`config.mk`:
```
export PLATFORM = sky130hd
export DESIGN_NAME = qcq_fifo
export DESIGN_NICKNAME = d
export VERILOG_FILES = /design/src/qcq_pkg.sv /design/src/qcq_fifo.sv
export SDC_FILE = /design/constraint.sdc
export NUM_CORES = 1
export LEC_CHECK = 0
export BUFFER_PORTS_ARGS = -buffer_cell sky130_fd_sc_hd__buf_2
export CORE_AREA = 5 5 501 503
export CTS_CLUSTER_SIZE = 10
export DETAILED_ROUTE_END_ITERATION = 12
export DIE_AREA = 0 0 506 508
export PLACE_DENSITY = 0.43
export SLEW_MARGIN = 0
export SYNTH_ARGS = -nofsm -noshare
export SYNTH_HDL_FRONTEND = slang
export SYNTH_SLANG_ARGS = --single-unit
```
`constraint.sdc`:
```
create_clock -name clk -period 55.6 [get_ports clk]
set_clock_uncertainty 0.2 [all_clocks]
set_input_delay 5.56 -clock clk [delete_from_list [all_inputs] [get_ports clk]]
set_output_delay 5.56 -clock clk [all_outputs]
set_load 0.02 [all_outputs]
```
`src/qcq_pkg.sv`:
```
// ---------------------------------------------------------------------------
// qcq_pkg
// Shared types, codes and saturating Q16.16 helpers for the quadrant
// classifier.
// ---------------------------------------------------------------------------
package qcq_pkg;

	// signed Q16.16 word
	typedef logic signed [31:0] q_t;
	// product after dropping 16 fraction bits (floor)
	typedef logic signed [47:0] prod_t;
	// compare width for corners and child bounds
	typedef logic signed [34:0] wide_t;

	localparam q_t Q_MAX = 32'sh7FFF_FFFF;
	localparam q_t Q_MIN = 32'sh8000_0000;

	// request function codes
	localparam logic FUNC_LOAD = 1'b0;
	localparam logic FUNC_BOX  = 1'b1;

	// no child holds the footprint
	localparam logic [2:0] QUAD_NONE = 3'd4;

	// configuration register indexes
	localparam logic [1:0] REG_CENTER_X = 2'd0;
	localparam logic [1:0] REG_CENTER_Z = 2'd1;
	localparam logic [1:0] REG_HALF_X   = 2'd2;
	localparam logic [1:0] REG_HALF_Z   = 2'd3;

	// node geometry registers
	typedef struct packed {
		q_t          center_x;
		q_t          center_z;
		logic [30:0] half_x;
		logic [30:0] half_z;
	} node_t;

	// one queued request: truncated products plus translations
	typedef struct packed {
		prod_t [2:0] cx_p;
		prod_t [2:0] cz_p;
		prod_t [2:0] ex_p;
		prod_t [2:0] ez_p;
		q_t          tx;
		q_t          tz;
	} work_t;

	// clamp a truncated product to 32 bits
	function automatic q_t sat_prod(input prod_t p);
		if (p[47:31] == {17{p[47]}}) begin
			return p[31:0];
		end
		return p[47] ? Q_MIN : Q_MAX;
	endfunction

	// saturating add
	function automatic q_t sat_add(input q_t a, input q_t b);
		logic signed [32:0] s;
		s = {a[31], a} + {b[31], b};
		if (s[32] != s[31]) begin
			return s[32] ? Q_MIN : Q_MAX;
		end
		return s[31:0];
	endfunction

	// saturating absolute value
	function automatic q_t sat_abs(input q_t a);
		if (a == Q_MIN) begin
			return Q_MAX;
		end
		return a[31] ? -a : a;
	endfunction

endpackage

```
`src/qcq_fifo.sv`:
```
// ---------------------------------------------------------------------------
// qcq_fifo
// Two-entry queue of product sets between the front and the back.
// ---------------------------------------------------------------------------
module qcq_fifo (
	input  logic            clk,
	input  logic            arst_n,
	input  logic            push_valid,
	output logic            push_ready,
	input  qcq_pkg::work_t  push_data,
	output logic            pop_valid,
	input  logic            pop_ready,
	output qcq_pkg::work_t  pop_data
);

	qcq_pkg::work_t mem_q [2];
	logic           wr_ptr_q;
	logic           rd_ptr_q;
	logic [1:0]     count_q;
	logic           do_push;
	logic           do_pop;

	assign push_ready = count_q != 2'd2;
	assign pop_valid  = count_q != 2'd0;
	assign do_push    = push_valid && push_ready;
	assign do_pop     = pop_valid && pop_ready;
	assign pop_data   = mem_q[rd_ptr_q];

	// storage
	always_ff @(posedge clk) begin
		if (do_push) begin
			mem_q[wr_ptr_q] <= push_data;
		end
	end

	// pointers and fill count
	always_ff @(posedge clk or negedge arst_n) begin
		if (!arst_n) begin
			wr_ptr_q <= 1'b0;
			rd_ptr_q <= 1'b0;
			count_q  <= 2'd0;
		end else begin
			if (do_push) wr_ptr_q <= !wr_ptr_q;
			if (do_pop)  rd_ptr_q <= !rd_ptr_q;
			case ({do_push, do_pop})
				2'b10:   count_q <= count_q + 2'd1;
				2'b01:   count_q <= count_q - 2'd1;
				default: count_q <= count_q;
			endcase
		end
	end

endmodule

```
==> Implementation_results.wiki <==
{| class="wikitable"
! Metric !! Value
|-
| Wire length of the first global-routing pass || 230200 um
|-
| Leading cell types in the layout, fill and taps excluded || sky130_fd_sc_hd__buf_2 (1285), sky130_fd_sc_hd__edfxtp_1 (1280), sky130_fd_sc_hd__mux2_1 (300)
|-
| Register share of total power || 0.396
|-
| Floorplan die height || 508 um
|-
| Leading cell type in the layout, fill and taps excluded || sky130_fd_sc_hd__buf_2
|-
| Cell mode on critical path || sky130_fd_sc_hd__buf_4
|-
| R2R Path End || mem_q[0][165]$_DFFE_PP_
|-
| Antenna violations before repair || 194
|-
| 1st-iter DRT viols || 1661
|-
| Launch instance of the worst min-delay path || count_q[1]$_DFFE_PN0P_
|-
| Mean number of vias per cell || 3.744
|-
| Final Max Slew Viols || 0
|-
| Leading post-synthesis cells by cell area || sky130_fd_sc_hd__edfxtp_1 (81%), sky130_fd_sc_hd__mux2_1 (7.1%), sky130_fd_sc_hd__mux2_4 (6.0%)
|-
| Number of warnings reported in the yosys synthesis log || 0
|-
| Root buf cell || sky130_fd_sc_hd__clkbuf_16
|-
| Part of the power in combinational logic || 0.340
|-
| Floorplan die width || 506 um
|-
| Design Area, Final || 62020 sq um
|-
| Final RePlAce weighted congestion || 0.8426
|-
| Floorplan Core Area || 245500 sq um
|-
| Final critical-path required period || 12640 ps
|-
| Area enclosed by the die boundary || 257000 sq um
|-
| CP max FO || 58
|-
| Crit Reg-Reg Startpoint || count_q[0]$_DFFE_PN0P_
|-
| Via count of the first global-routing pass || 26.01k
|-
| Boundary pin count || 1286
|-
| Initial cell density of the core || 0.1926
|-
| Critical path data arrival time || 6880 ps
|-
| Cell leakage power || 22.74 nW
|-
| Number of cells upsized or downsized after cts || 0
|-
| Detailed placer's ending HPWL || 137200 um
|-
| Hold buffers post-CTS || 0
|-
| Sequential share of the synthesized area || 0.8150
|-
| Worst reg2reg setup slack || 49780 ps
|-
| DR pass1 iterations || 5
|-
| Endpoint of the worst hold path || count_q[1]$_DFFE_PN0P_
|-
| Capturing element type of the critical path || output port
|-
| Area share of the largest cell type after synthesis || 0.8129
|-
| WP buf/inv || 7
|-
| Worst r2r path cells || 8
|-
| Post-detailed-route DRC marker count || 0
|-
| Cell Pwr Density || 56.43 nW/um^2
|-
| Switch share || 0.3556
|-
| Peak Freq || 0.07914 GHz
|-
| Clock sink count || 1284
|-
| Tightest Pin Transition || 1112 ps
|-
| Synthesized area || 47280 sq um
|-
| Number of buffers added by the clock tree synthesis step || 157
|-
| CTS tree || done
|-
| Critical path class || reg2out
|-
| Post-CTS setup repair buffer count || 0
|-
| Int Pwr || 2.255 mW
|-
| Overflow after GRT || 0
|-
| Register bit count reported by yosys || 1284
|-
| Routed length per placed instance || 26.18 um
|-
| Buffers on Ports || 1285
|-
| Final TNS setup || 0 ps
|-
| Required time reported for the critical path endpoint || 49840 ps
|-
| Pin count of the biggest net entering global routing || 143
|-
| Net Count, Synth || 2653
|-
| Total setup violations reported at the end of the flow || 0
|-
| Crit path launch type || register
|-
| Relative contribution of the clock network to total power || 0.264
|-
| Source of the critical timing path || rd_ptr_q$_DFFE_PN0P_
|-
| Share of final-layout standard cells stronger than drive strength 1 || 0.5277
|-
| Clock network latency to the later pin of the worst-skew pair || 780 ps
|-
| Post-synth top area cell || sky130_fd_sc_hd__edfxtp_1
|-
| Worst max-slew margin expressed relative to the limit || 0.2586
|-
| Total via count after detailed routing || 25.30k
|-
| RSZ-0062 raised after global routing || no
|-
| Net switching component of the power || 1.245 mW
|-
| Run status || finished, final reports clean
|-
| VDD IR max || 0.02683 mV
|-
| Layout Nets || 4055
|-
| Class of the most critical hold timing path || reg2reg
|-
| H-Tree Depth || 4
|-
| Cells on Worst Hold Path || 1
|-
| Layout overhead on the synthesized area || 31.18%
|-
| Count of unique library cells instantiated by Yosys || 18
|-
| Max-cap violation count || 0
|-
| Remaining antenna violation count after routing || 0
|-
| Clock input transition at the sequential cells of the worst setup and hold paths || 50 ps
|-
| End-of-flow core utilization || 0.2527
|-
| Worst path cell trace || buf_4 > buf_4 > buf_4 > buf_4 > buf_4 > buf_4 > mux2_1 > buf_2
|-
| Endpoints failing hold || 0
|-
| Syn_area_per_cell || 23.55 sq um
|-
| Fin crit share || 0.2273
|-
| Placement-stage cell area || 57290 sq um
|-
| Total track usage || 0.1311
|-
| Cell with the largest stage delay on the worst path || sky130_fd_sc_hd__buf_4
|-
| Count of mapped cells out of synthesis || 2008
|-
| Number of buffers on the longest clock path || 3
|-
| Top cell family by delay on the critical path || buffers and inverters
|-
| Delay contributed by the slowest stage of the critical path || 770 ps
|-
| WL final || 176900 um
|-
| Row count || 182
|}
==> power groups by stage <==
stage                     logic [mW]  clock network, mW  registers (mW)
after floorplan                0.773                  0            1.60
after global placement          1.23                  0            1.40
after detailed placement        1.23                  0            1.41
after CTS                       1.23              0.966            1.39
after global routing            1.27               1.01            1.40
final                           1.19              0.925            1.38
==> layout make-up <==
class	count	area (sq um)
clock buffers	200	4133
well taps	3220	4029
flip-flops and latches	1284	38540
multi-input cells	653	8025
clock inverters	38	478.0
diodes	48	120.1
repair buffers	1314	6699
fillers	25293	183500
==> metrics by stage <==
step | setup WS (ps) | total power, mW | hold WS [ps] | std cells
final | 42960 | 3.500 | 306.5 | 6757
after global routing | 42460 | 3.673 | 328.0 | 6718
after CTS | 42680 | 3.586 | 304.3 | 6709
after detailed placement | 43570 | 2.634 | 293.3 | 6471
after global placement | 43620 | 2.635 | 281.1 | 6471
after floorplan | 21620 | 2.374 | 255.9 | 2008
==> flip-flops by register name, summed over array words and instances (netlist names) <==
name / cells
count_q: 2
wr_ptr_q: 1
rd_ptr_q: 1
mem_q: 1280
==> layer usage <==
metal | track usage | part of all wire | vias up
met5 | 0 | 0.0038 | -
met4 | 0.03890 | 0.035 | 104
met3 | 0.08409 | 0.15 | 452
met2 | 0.2130 | 0.46 | 1348
met1 | 0.1403 | 0.35 | 12488
li1 | - | - | 10903
==> synth_stat cells <==
master and number:
sky130_fd_sc_hd__and2_1 1, sky130_fd_sc_hd__and3_1 1, sky130_fd_sc_hd__buf_2 16, sky130_fd_sc_hd__buf_4 1
sky130_fd_sc_hd__buf_6 44, sky130_fd_sc_hd__buf_8 10, sky130_fd_sc_hd__dfrtp_1 4, sky130_fd_sc_hd__edfxtp_1 1280
sky130_fd_sc_hd__ha_1 1, sky130_fd_sc_hd__mux2_1 300, sky130_fd_sc_hd__mux2_2 150, sky130_fd_sc_hd__mux2_4 190
sky130_fd_sc_hd__nand2_1 1, sky130_fd_sc_hd__nand2b_1 1, sky130_fd_sc_hd__nor2_1 2, sky130_fd_sc_hd__or2_2 1
sky130_fd_sc_hd__xnor2_1 3, sky130_fd_sc_hd__xor2_1 2
==> worst max-delay path by stage <==
stage                                 end  slack [ps]  cells past startpoint
floorplan           mem_q[0][0]$_DFFE_PP_       21620                      2
global placement            pop_data[415]       43620                      8
detailed placement          pop_data[177]       43570                      8
CTS                         pop_data[177]       42680                      8
global route                pop_data[415]       42460                      8
finish                      pop_data[177]       42960                      8
==> cells by family (layout without fill, tap and decap cells) <==
group                    after synthesis  count (layout)  share of synthesized area
other                                  0              48                          0
flip-flops                          1284            1284                     0.8150
buffers and inverters                 71            1552                    0.01551
adder cells (fa/ha/maj)                1               1                  0.0002646
multiplexers                         640             640                     0.1675
XOR/XNOR                               5               5                  0.0009263
AND/OR/NAND/NOR                        7               7                  0.0007677
Power figures use the tool's default switching activity.
