<file path="src/qcq_pkg.sv">
// ---------------------------------------------------------------------------
// qcq_pkg
// Shared types, codes and saturating Q16.16 helpers for the quadrant
// classifier.
// ---------------------------------------------------------------------------
package qcq_pkg;

	// signed Q16.16 word
	typedef logic signed [31:0] q_t;
	// product after dropping 16 fraction bits (floor)
	typedef logic signed [47:0] prod_t;
	// compare width for corners and child bounds
	typedef logic signed [34:0] wide_t;

	localparam q_t Q_MAX = 32'sh7FFF_FFFF;
	localparam q_t Q_MIN = 32'sh8000_0000;

	// request function codes
	localparam logic FUNC_LOAD = 1'b0;
	localparam logic FUNC_BOX  = 1'b1;

	// no child holds the footprint
	localparam logic [2:0] QUAD_NONE = 3'd4;

	// configuration register indexes
	localparam logic [1:0] REG_CENTER_X = 2'd0;
	localparam logic [1:0] REG_CENTER_Z = 2'd1;
	localparam logic [1:0] REG_HALF_X   = 2'd2;
	localparam logic [1:0] REG_HALF_Z   = 2'd3;

	// node geometry registers
	typedef struct packed {
		q_t          center_x;
		q_t          center_z;
		logic [30:0] half_x;
		logic [30:0] half_z;
	} node_t;

	// one queued request: truncated products plus translations
	typedef struct packed {
		prod_t [2:0] cx_p;
		prod_t [2:0] cz_p;
		prod_t [2:0] ex_p;
		prod_t [2:0] ez_p;
		q_t          tx;
		q_t          tz;
	} work_t;

	// clamp a truncated product to 32 bits
	function automatic q_t sat_prod(input prod_t p);
		if (p[47:31] == {17{p[47]}}) begin
			return p[31:0];
		end
		return p[47] ? Q_MIN : Q_MAX;
	endfunction

	// saturating add
	function automatic q_t sat_add(input q_t a, input q_t b);
		logic signed [32:0] s;
		s = {a[31], a} + {b[31], b};
		if (s[32] != s[31]) begin
			return s[32] ? Q_MIN : Q_MAX;
		end
		return s[31:0];
	endfunction

	// saturating absolute value
	function automatic q_t sat_abs(input q_t a);
		if (a == Q_MIN) begin
			return Q_MAX;
		end
		return a[31] ? -a : a;
	endfunction

endpackage

</file>
<file path="src/qcq_result_if.sv">
// ---------------------------------------------------------------------------
// qcq_result_if
// Result channel: quadrant code.
// ---------------------------------------------------------------------------
interface qcq_result_if;
	logic       valid;
	logic       ready;
	logic [2:0] quadrant;

	modport source (output valid, quadrant, input ready);
	modport sink (input valid, quadrant, output ready);
endinterface

</file>
<file path="src/qcq_back.sv">
// ---------------------------------------------------------------------------
// qcq_back
// Saturating sums of the queued products, footprint corners and the
// child containment test, ending in the result register.
// ---------------------------------------------------------------------------
module qcq_back (
	input  logic            clk,
	input  logic            arst_n,
	input  qcq_pkg::node_t  node,
	input  logic            pop_valid,
	output logic            pop_ready,
	input  qcq_pkg::work_t  pop_data,
	qcq_result_if.source    results
);

	logic v1_q, v2_q, v3_q, v4_q, out_valid_q;
	logic en1, en2, en3, en4, en_o;

	qcq_pkg::q_t   cx_s1, cz_s1, ex_s1, ez_s1, cx2_s1, cz2_s1, ex2_s1, ez2_s1, tx_s1, tz_s1;
	qcq_pkg::q_t   cx_s2, cz_s2, ex_s2, ez_s2, tx_s2, tz_s2;
	qcq_pkg::q_t   cx_s3, cz_s3, ex_s3, ez_s3;
	qcq_pkg::wide_t lox_s4, hix_s4, loz_s4, hiz_s4;
	logic [2:0]    quadrant_q;

	qcq_pkg::wide_t ncx, ncz, dx, dz;
	logic xlo, xhi, zlo, zhi;
	logic [2:0] quad_d;

	// stall chain from the result register backward
	assign en_o      = !out_valid_q || results.ready;
	assign en4       = !v4_q || en_o;
	assign en3       = !v3_q || en4;
	assign en2       = !v2_q || en3;
	assign en1       = !v1_q || en2;
	assign pop_ready = en1;

	// stage valids
	always_ff @(posedge clk or negedge arst_n) begin
		if (!arst_n) begin
			v1_q        <= 1'b0;
			v2_q        <= 1'b0;
			v3_q        <= 1'b0;
			v4_q        <= 1'b0;
			out_valid_q <= 1'b0;
		end else begin
			if (en1)  v1_q        <= pop_valid;
			if (en2)  v2_q        <= v1_q;
			if (en3)  v3_q        <= v2_q;
			if (en4)  v4_q        <= v3_q;
			if (en_o) out_valid_q <= v4_q;
		end
	end

	// clamp products, first sums
	always_ff @(posedge clk) begin
		if (en1) begin
			cx_s1  <= qcq_pkg::sat_add(qcq_pkg::sat_prod(pop_data.cx_p[0]),
			                          qcq_pkg::sat_prod(pop_data.cx_p[1]));
			cz_s1  <= qcq_pkg::sat_add(qcq_pkg::sat_prod(pop_data.cz_p[0]),
			                          qcq_pkg::sat_prod(pop_data.cz_p[1]));
			ex_s1  <= qcq_pkg::sat_add(qcq_pkg::sat_abs(qcq_pkg::sat_prod(pop_data.ex_p[0])),
			                          qcq_pkg::sat_abs(qcq_pkg::sat_prod(pop_data.ex_p[1])));
			ez_s1  <= qcq_pkg::sat_add(qcq_pkg::sat_abs(qcq_pkg::sat_prod(pop_data.ez_p[0])),
			                          qcq_pkg::sat_abs(qcq_pkg::sat_prod(pop_data.ez_p[1])));
			cx2_s1 <= qcq_pkg::sat_prod(pop_data.cx_p[2]);
			cz2_s1 <= qcq_pkg::sat_prod(pop_data.cz_p[2]);
			ex2_s1 <= qcq_pkg::sat_abs(qcq_pkg::sat_prod(pop_data.ex_p[2]));
			ez2_s1 <= qcq_pkg::sat_abs(qcq_pkg::sat_prod(pop_data.ez_p[2]));
			tx_s1  <= pop_data.tx;
			tz_s1  <= pop_data.tz;
		end
	end

	// third term
	always_ff @(posedge clk) begin
		if (en2) begin
			cx_s2 <= qcq_pkg::sat_add(cx_s1, cx2_s1);
			cz_s2 <= qcq_pkg::sat_add(cz_s1, cz2_s1);
			ex_s2 <= qcq_pkg::sat_add(ex_s1, ex2_s1);
			ez_s2 <= qcq_pkg::sat_add(ez_s1, ez2_s1);
			tx_s2 <= tx_s1;
			tz_s2 <= tz_s1;
		end
	end

	// translation
	always_ff @(posedge clk) begin
		if (en3) begin
			cx_s3 <= qcq_pkg::sat_add(cx_s2, tx_s2);
			cz_s3 <= qcq_pkg::sat_add(cz_s2, tz_s2);
			ex_s3 <= ex_s2;
			ez_s3 <= ez_s2;
		end
	end

	// footprint corners at full width
	always_ff @(posedge clk) begin
		if (en4) begin
			lox_s4 <= 35'(cx_s3) - 35'(ex_s3);
			hix_s4 <= 35'(cx_s3) + 35'(ex_s3);
			loz_s4 <= 35'(cz_s3) - 35'(ez_s3);
			hiz_s4 <= 35'(cz_s3) + 35'(ez_s3);
		end
	end

	// child bounds: node center, and center -/+ twice the child half size
	assign ncx = 35'(node.center_x);
	assign ncz = 35'(node.center_z);
	assign dx  = $signed({4'b0, node.half_x[30:1], 1'b0});
	assign dz  = $signed({4'b0, node.half_z[30:1], 1'b0});

	assign xlo = (ncx - dx <= lox_s4) && (hix_s4 <= ncx);
	assign xhi = (ncx <= lox_s4) && (hix_s4 <= ncx + dx);
	assign zlo = (ncz - dz <= loz_s4) && (hiz_s4 <= ncz);
	assign zhi = (ncz <= loz_s4) && (hiz_s4 <= ncz + dz);

	// first fitting quadrant in order
	always_comb begin
		if (xlo && zlo)      quad_d = 3'd0;
		else if (xlo && zhi) quad_d = 3'd1;
		else if (xhi && zlo) quad_d = 3'd2;
		else if (xhi && zhi) quad_d = 3'd3;
		else                 quad_d = qcq_pkg::QUAD_NONE;
	end

	// result register
	always_ff @(posedge clk) begin
		if (en_o) begin
			quadrant_q <= quad_d;
		end
	end

	assign results.valid    = out_valid_q;
	assign results.quadrant = quadrant_q;

endmodule

</file>
<file path="src/flat_wrapper.sv">
// flat-port wrapper written by rule: the top's interface ports become plain ports
module qcq_back_flat 
  (clk, arst_n, node, pop_valid, pop_ready, pop_data, results_valid, results_quadrant, results_ready);
  qcq_result_if results_i ();
  input  logic clk;
  input  logic arst_n;
  input  qcq_pkg::node_t node;
  input  logic pop_valid;
  output logic pop_ready;
  input  qcq_pkg::work_t pop_data;
  output wire logic [$bits(results_i.valid)-1:0] results_valid;
  output wire logic [$bits(results_i.quadrant)-1:0] results_quadrant;
  input wire logic [$bits(results_i.ready)-1:0] results_ready;
  assign results_valid = results_i.valid;
  assign results_quadrant = results_i.quadrant;
  assign results_i.ready = results_ready;
  qcq_back u_core (.clk(clk), .arst_n(arst_n), .node(node), .pop_valid(pop_valid), .pop_ready(pop_ready), .pop_data(pop_data), .results(results_i));
endmodule
</file>
<file path="config.mk">
export PLATFORM = sky130hd
export DESIGN_NAME = qcq_back_flat
export DESIGN_NICKNAME = d
export VERILOG_FILES = /design/src/qcq_pkg.sv /design/src/qcq_result_if.sv /design/src/qcq_back.sv /design/src/flat_wrapper.sv
export SDC_FILE = /design/constraint.sdc
export NUM_CORES = 2
export LEC_CHECK = 0
export BUFFER_PORTS_ARGS = -buffer_cell sky130_fd_sc_hd__buf_4
export CAP_MARGIN = 5
export CORE_MARGIN = 2
export CORE_UTILIZATION = 38
export DETAILED_ROUTE_END_ITERATION = 16
export GPL_TIMING_DRIVEN = 0
export SLEW_MARGIN = 20
export SYNTH_ARGS = -nofsm -noshare
export SYNTH_HDL_FRONTEND = slang
export SYNTH_SLANG_ARGS = --single-unit
</file>
<file path="constraint.sdc">
create_clock -name clk -period 16.9 [get_ports clk]
set_input_delay 0.845 -clock clk [delete_from_list [all_inputs] [get_ports clk]]
set_output_delay 0.845 -clock clk [all_outputs]
set_load 0.01 [all_outputs]
</file>
==> flow_summary.toml <==
[min_path]
min_to = "u_core.tx_s1[23]"
hold_path_startpoint = "pop_data[55]"
worstHoldPathCells = 1
hold_path_class = "primary input to flop"

[clock_network]
cts_root_buf = "clkbuf_16"
ctsResizeCount = 0
clk_pin_slew_ns = 0.06
cts_sinks = 778
cts_tree = "done"
htreeDepth = 3
postCtsSetupBuffers = 0
clockBufferDepth = 3
cts_buffers = 87
clk-insertion-delay-late_ns = 0.69

[die]
ios = 775
fp.coreArea_mm2 = 0.185
die_x_um = 435
fp-row-count = 158
die_h_um = 435
dieArea_mm2 = 0.189
start_util = 0.381

[global_routing]
gr-usage-met3 = 0.0203
use_met1 = 0.326
grt_pass1_wl_um = 358000
antenna_found_initial = 20
grt_use_total = 0.242
use_met2 = 0.409
gr-max-usage-layer = "met2"
grt_start_max_net_pins = 61
grt_pass1_vias = 61500
overflow = 0

[logic_synthesis]
ys_async_sr_fraction = 0.00643
synth_ff_type = "edfxtp_1"
syn-cell-area_mm2 = 0.0705
synthAdderAreaFrac = 0.157
synth_edf_count = 773
ys_ff_latch = 778
synthMuxAreaShare = 0.00178
ys_seq_area_frac = 0.331
synth_xor_area_frac = 0.0604
postSynthCellCount = 8124
yosys-top-cells-area = "edfxtp_1 (33%), ha_1 (15%), a21oi_1 (6.0%), o21ai_0 (5.3%), xnor2_1 (4.2%)"
ys_warn_count = 0
syn_nets = 9746
yosys.area_share.simple = 0.153
ys_types = 97
synth_top_family_by_area = "compound AO/OA/AOI/OAI gates"
synth_compound_area_frac = 0.241
yosys-top-cells-count = "a21oi_1 (848), ha_1 (834), edfxtp_1 (773)"
synth_top_cell_by_area = "edfxtp_1"
synth.most_common_cell = "a21oi_1"
synth.avg_cell_area_um2 = 8.67
yosysTopAreaCellShare = 0.329

[detailed_routing]
antenna_left = 0
drt-initial-drc-count = 4882
drc_errors = 0
viasPerCell = 5.56
routed_wl_um = 239000
wl_per_cell_um = 20.6
drt_pass1_iterations = 6
vias = 64300

[sta]
fin_ws_ns = 7.30
max_freq_mhz = 104
hold_viol_final = 0
rsz0062_at_grt = "false"
setup_violations = 0
fin_skew_ns = 0.0206
maxSlewHeadroom = 0.309
drv_slew = 0
timing.final.crit_share = 0.568
tightest_slew_ns = 1.01
fin_crit_ns = 9.60

[placement]
place.gp.congestion = 0.953
dp_hpwl_um = 200000
io_buffers = 768
place_ws_ns = 6.90

[power_and_ir_drop]
internal_power_mw = 6.55
irDropWorstVdd_mv = 0.0799
power_density_mw_per_mm2 = 138
sw_frac_of_total = 0.425
power_frac_clock = 0.169
p_leak_nw = 34.9
p_seq_frac = 0.301
total_power_mw = 11.4
comb_power_share = 0.530
p_switching_mw = 4.84

[final_layout]
top_regs = "u_core.hix_s4: 33 flops, u_core.hiz_s4: 33 flops"
syn_to_final_growth_pct = 17.5
drive_gt1_frac = 0.113
final_nets = 10600

[critical_path]
crit_path_frequent_cell = "clkbuf_1"
cp.required_ns = 17.23
max_stage_delay_ns = 0.63
critPathKind = "primary input to flop"
rrSetupSlack_ns = 12.19
cp_slowest_cell = "nor4_1"
timing.rr.end = "u_core.ez_s2[28]"
worstSetupEndpointType = "flop"
startpoint = "pop_data[155]"
cp_max_fo = 10
arrival_ns = 9.94
r2r_cells = 12
r2r_start = "u_core.ez2_s1[3]"
cp-start-kind = "primary input"

[status]
outcome = "finished, final reports clean"

[flow_run]
maxCapViolCount = 0
## routing by layer
| metal | vias up | wire length (um) |
|---|---|---|
| li1 | 31800 | - |
| met1 | 30300 | 109000 |
| met2 | 1898 | 113000 |
| met3 | 258 | 10300 |
| met4 | 0 | 7100 |
| met5 | - | 0 |
## worst max path at each step
stage                             to  depth (start not counted)
floorplan           u_core.cx2_s1[0]                          4
global placement           pop_ready                          6
detailed placement   u_core.ez_s1[5]                         31
CTS                  u_core.ez_s1[5]                         31
global route         u_core.ez_s1[0]                         31
finish               u_core.ez_s1[5]                         31
## stage by stage
step           TNS [ns]  area [um^2]  cells  utilization  hold slack [ns]
6_report              0        82700  11600        0.448            0.338
5_1_grt               0        82700  11600        0.448            0.306
4_1_cts               0        82700  11600        0.447            0.270
3_5_place_dp          0        79800  11400        0.432            0.405
3_3_place_gp   -1555.68        79300  11400        0.429            0.405
2_1_floorplan         0        70500   8124            -            0.400
## cell families after synthesis
group                    after synthesis
AO/OA/AOI/OAI                       2778
AND/OR/NAND/NOR                     2169
buffers and inverters               1020
adder cells (fa/ha/maj)              882
flip-flops                           778
XOR/XNOR                             485
multiplexers                          12
## timing repair
item | CTS | global route
endpoints found under the hold margin | 5 | 0
endpoints found under the setup margin | 0 | 0
hold buffers | 1 | 0
## cell type report
cell class              count  area [um^2]
diodes                     17         42.5
plain buffers             316         1190
clock buffers             102         2280
clock inverters            52          607
fillers                 18200       102000
inverters                 704         2640
multi-input cells        6326        43300
flip-flops and latches    778        23300
well taps                2480         3100
repair buffers            796         6230
## worst max-delay path, delay by kind of cell
family                     cells  cell delay (ns)
buffers and inverters          6             1.79
adders and majority gates      2             0.67
AOI/OAI and AO/OA             11             3.18
and+or+nand+nor               12             3.40
## power groups by stage
| stage | Combinational (mW) | Sequential, mW | Clock (mW) |
|---|---|---|---|
| 2_1_floorplan | 4.18 | 3.27 | 0 |
| 3_3_place_gp | 5.85 | 3.53 | 0 |
| 3_5_place_dp | 5.95 | 3.47 | 0 |
| 4_1_cts | 5.99 | 3.44 | 1.97 |
| 5_1_grt | 6.71 | 3.48 | 2.04 |
| 6_report | 6.04 | 3.43 | 1.92 |
## layout by cell type (no fill, tap or decap), types with 50 or more instances in the layout
cell type  Yosys  routed
ha_1         834     834
a21o_1       290     290
clkbuf_1     302     315
o21bai_1     111     111
nand2b_1     101     101
nor4_1        95      95
inv_1        698     698
xor2_1       147     147
o31ai_1       74      74
nor3_1       203     203
nand3_1      171     170
nor2_1       546     546
nand4_1      117     117
nor2b_1      121     121
a31oi_1      101     101
o22ai_1       80      80
a21oi_1      848     848
clkbuf_16      0      89
nand2_1      483     481
o21ai_0      752     752
o21a_1       107     107
or3_1         84      84
and3_1        50      50
buf_4          0     768
edfxtp_1     773     773
xnor2_1      337     337
a211oi_1      71      71
Note: power is estimated with default switching activity, not from simulation.
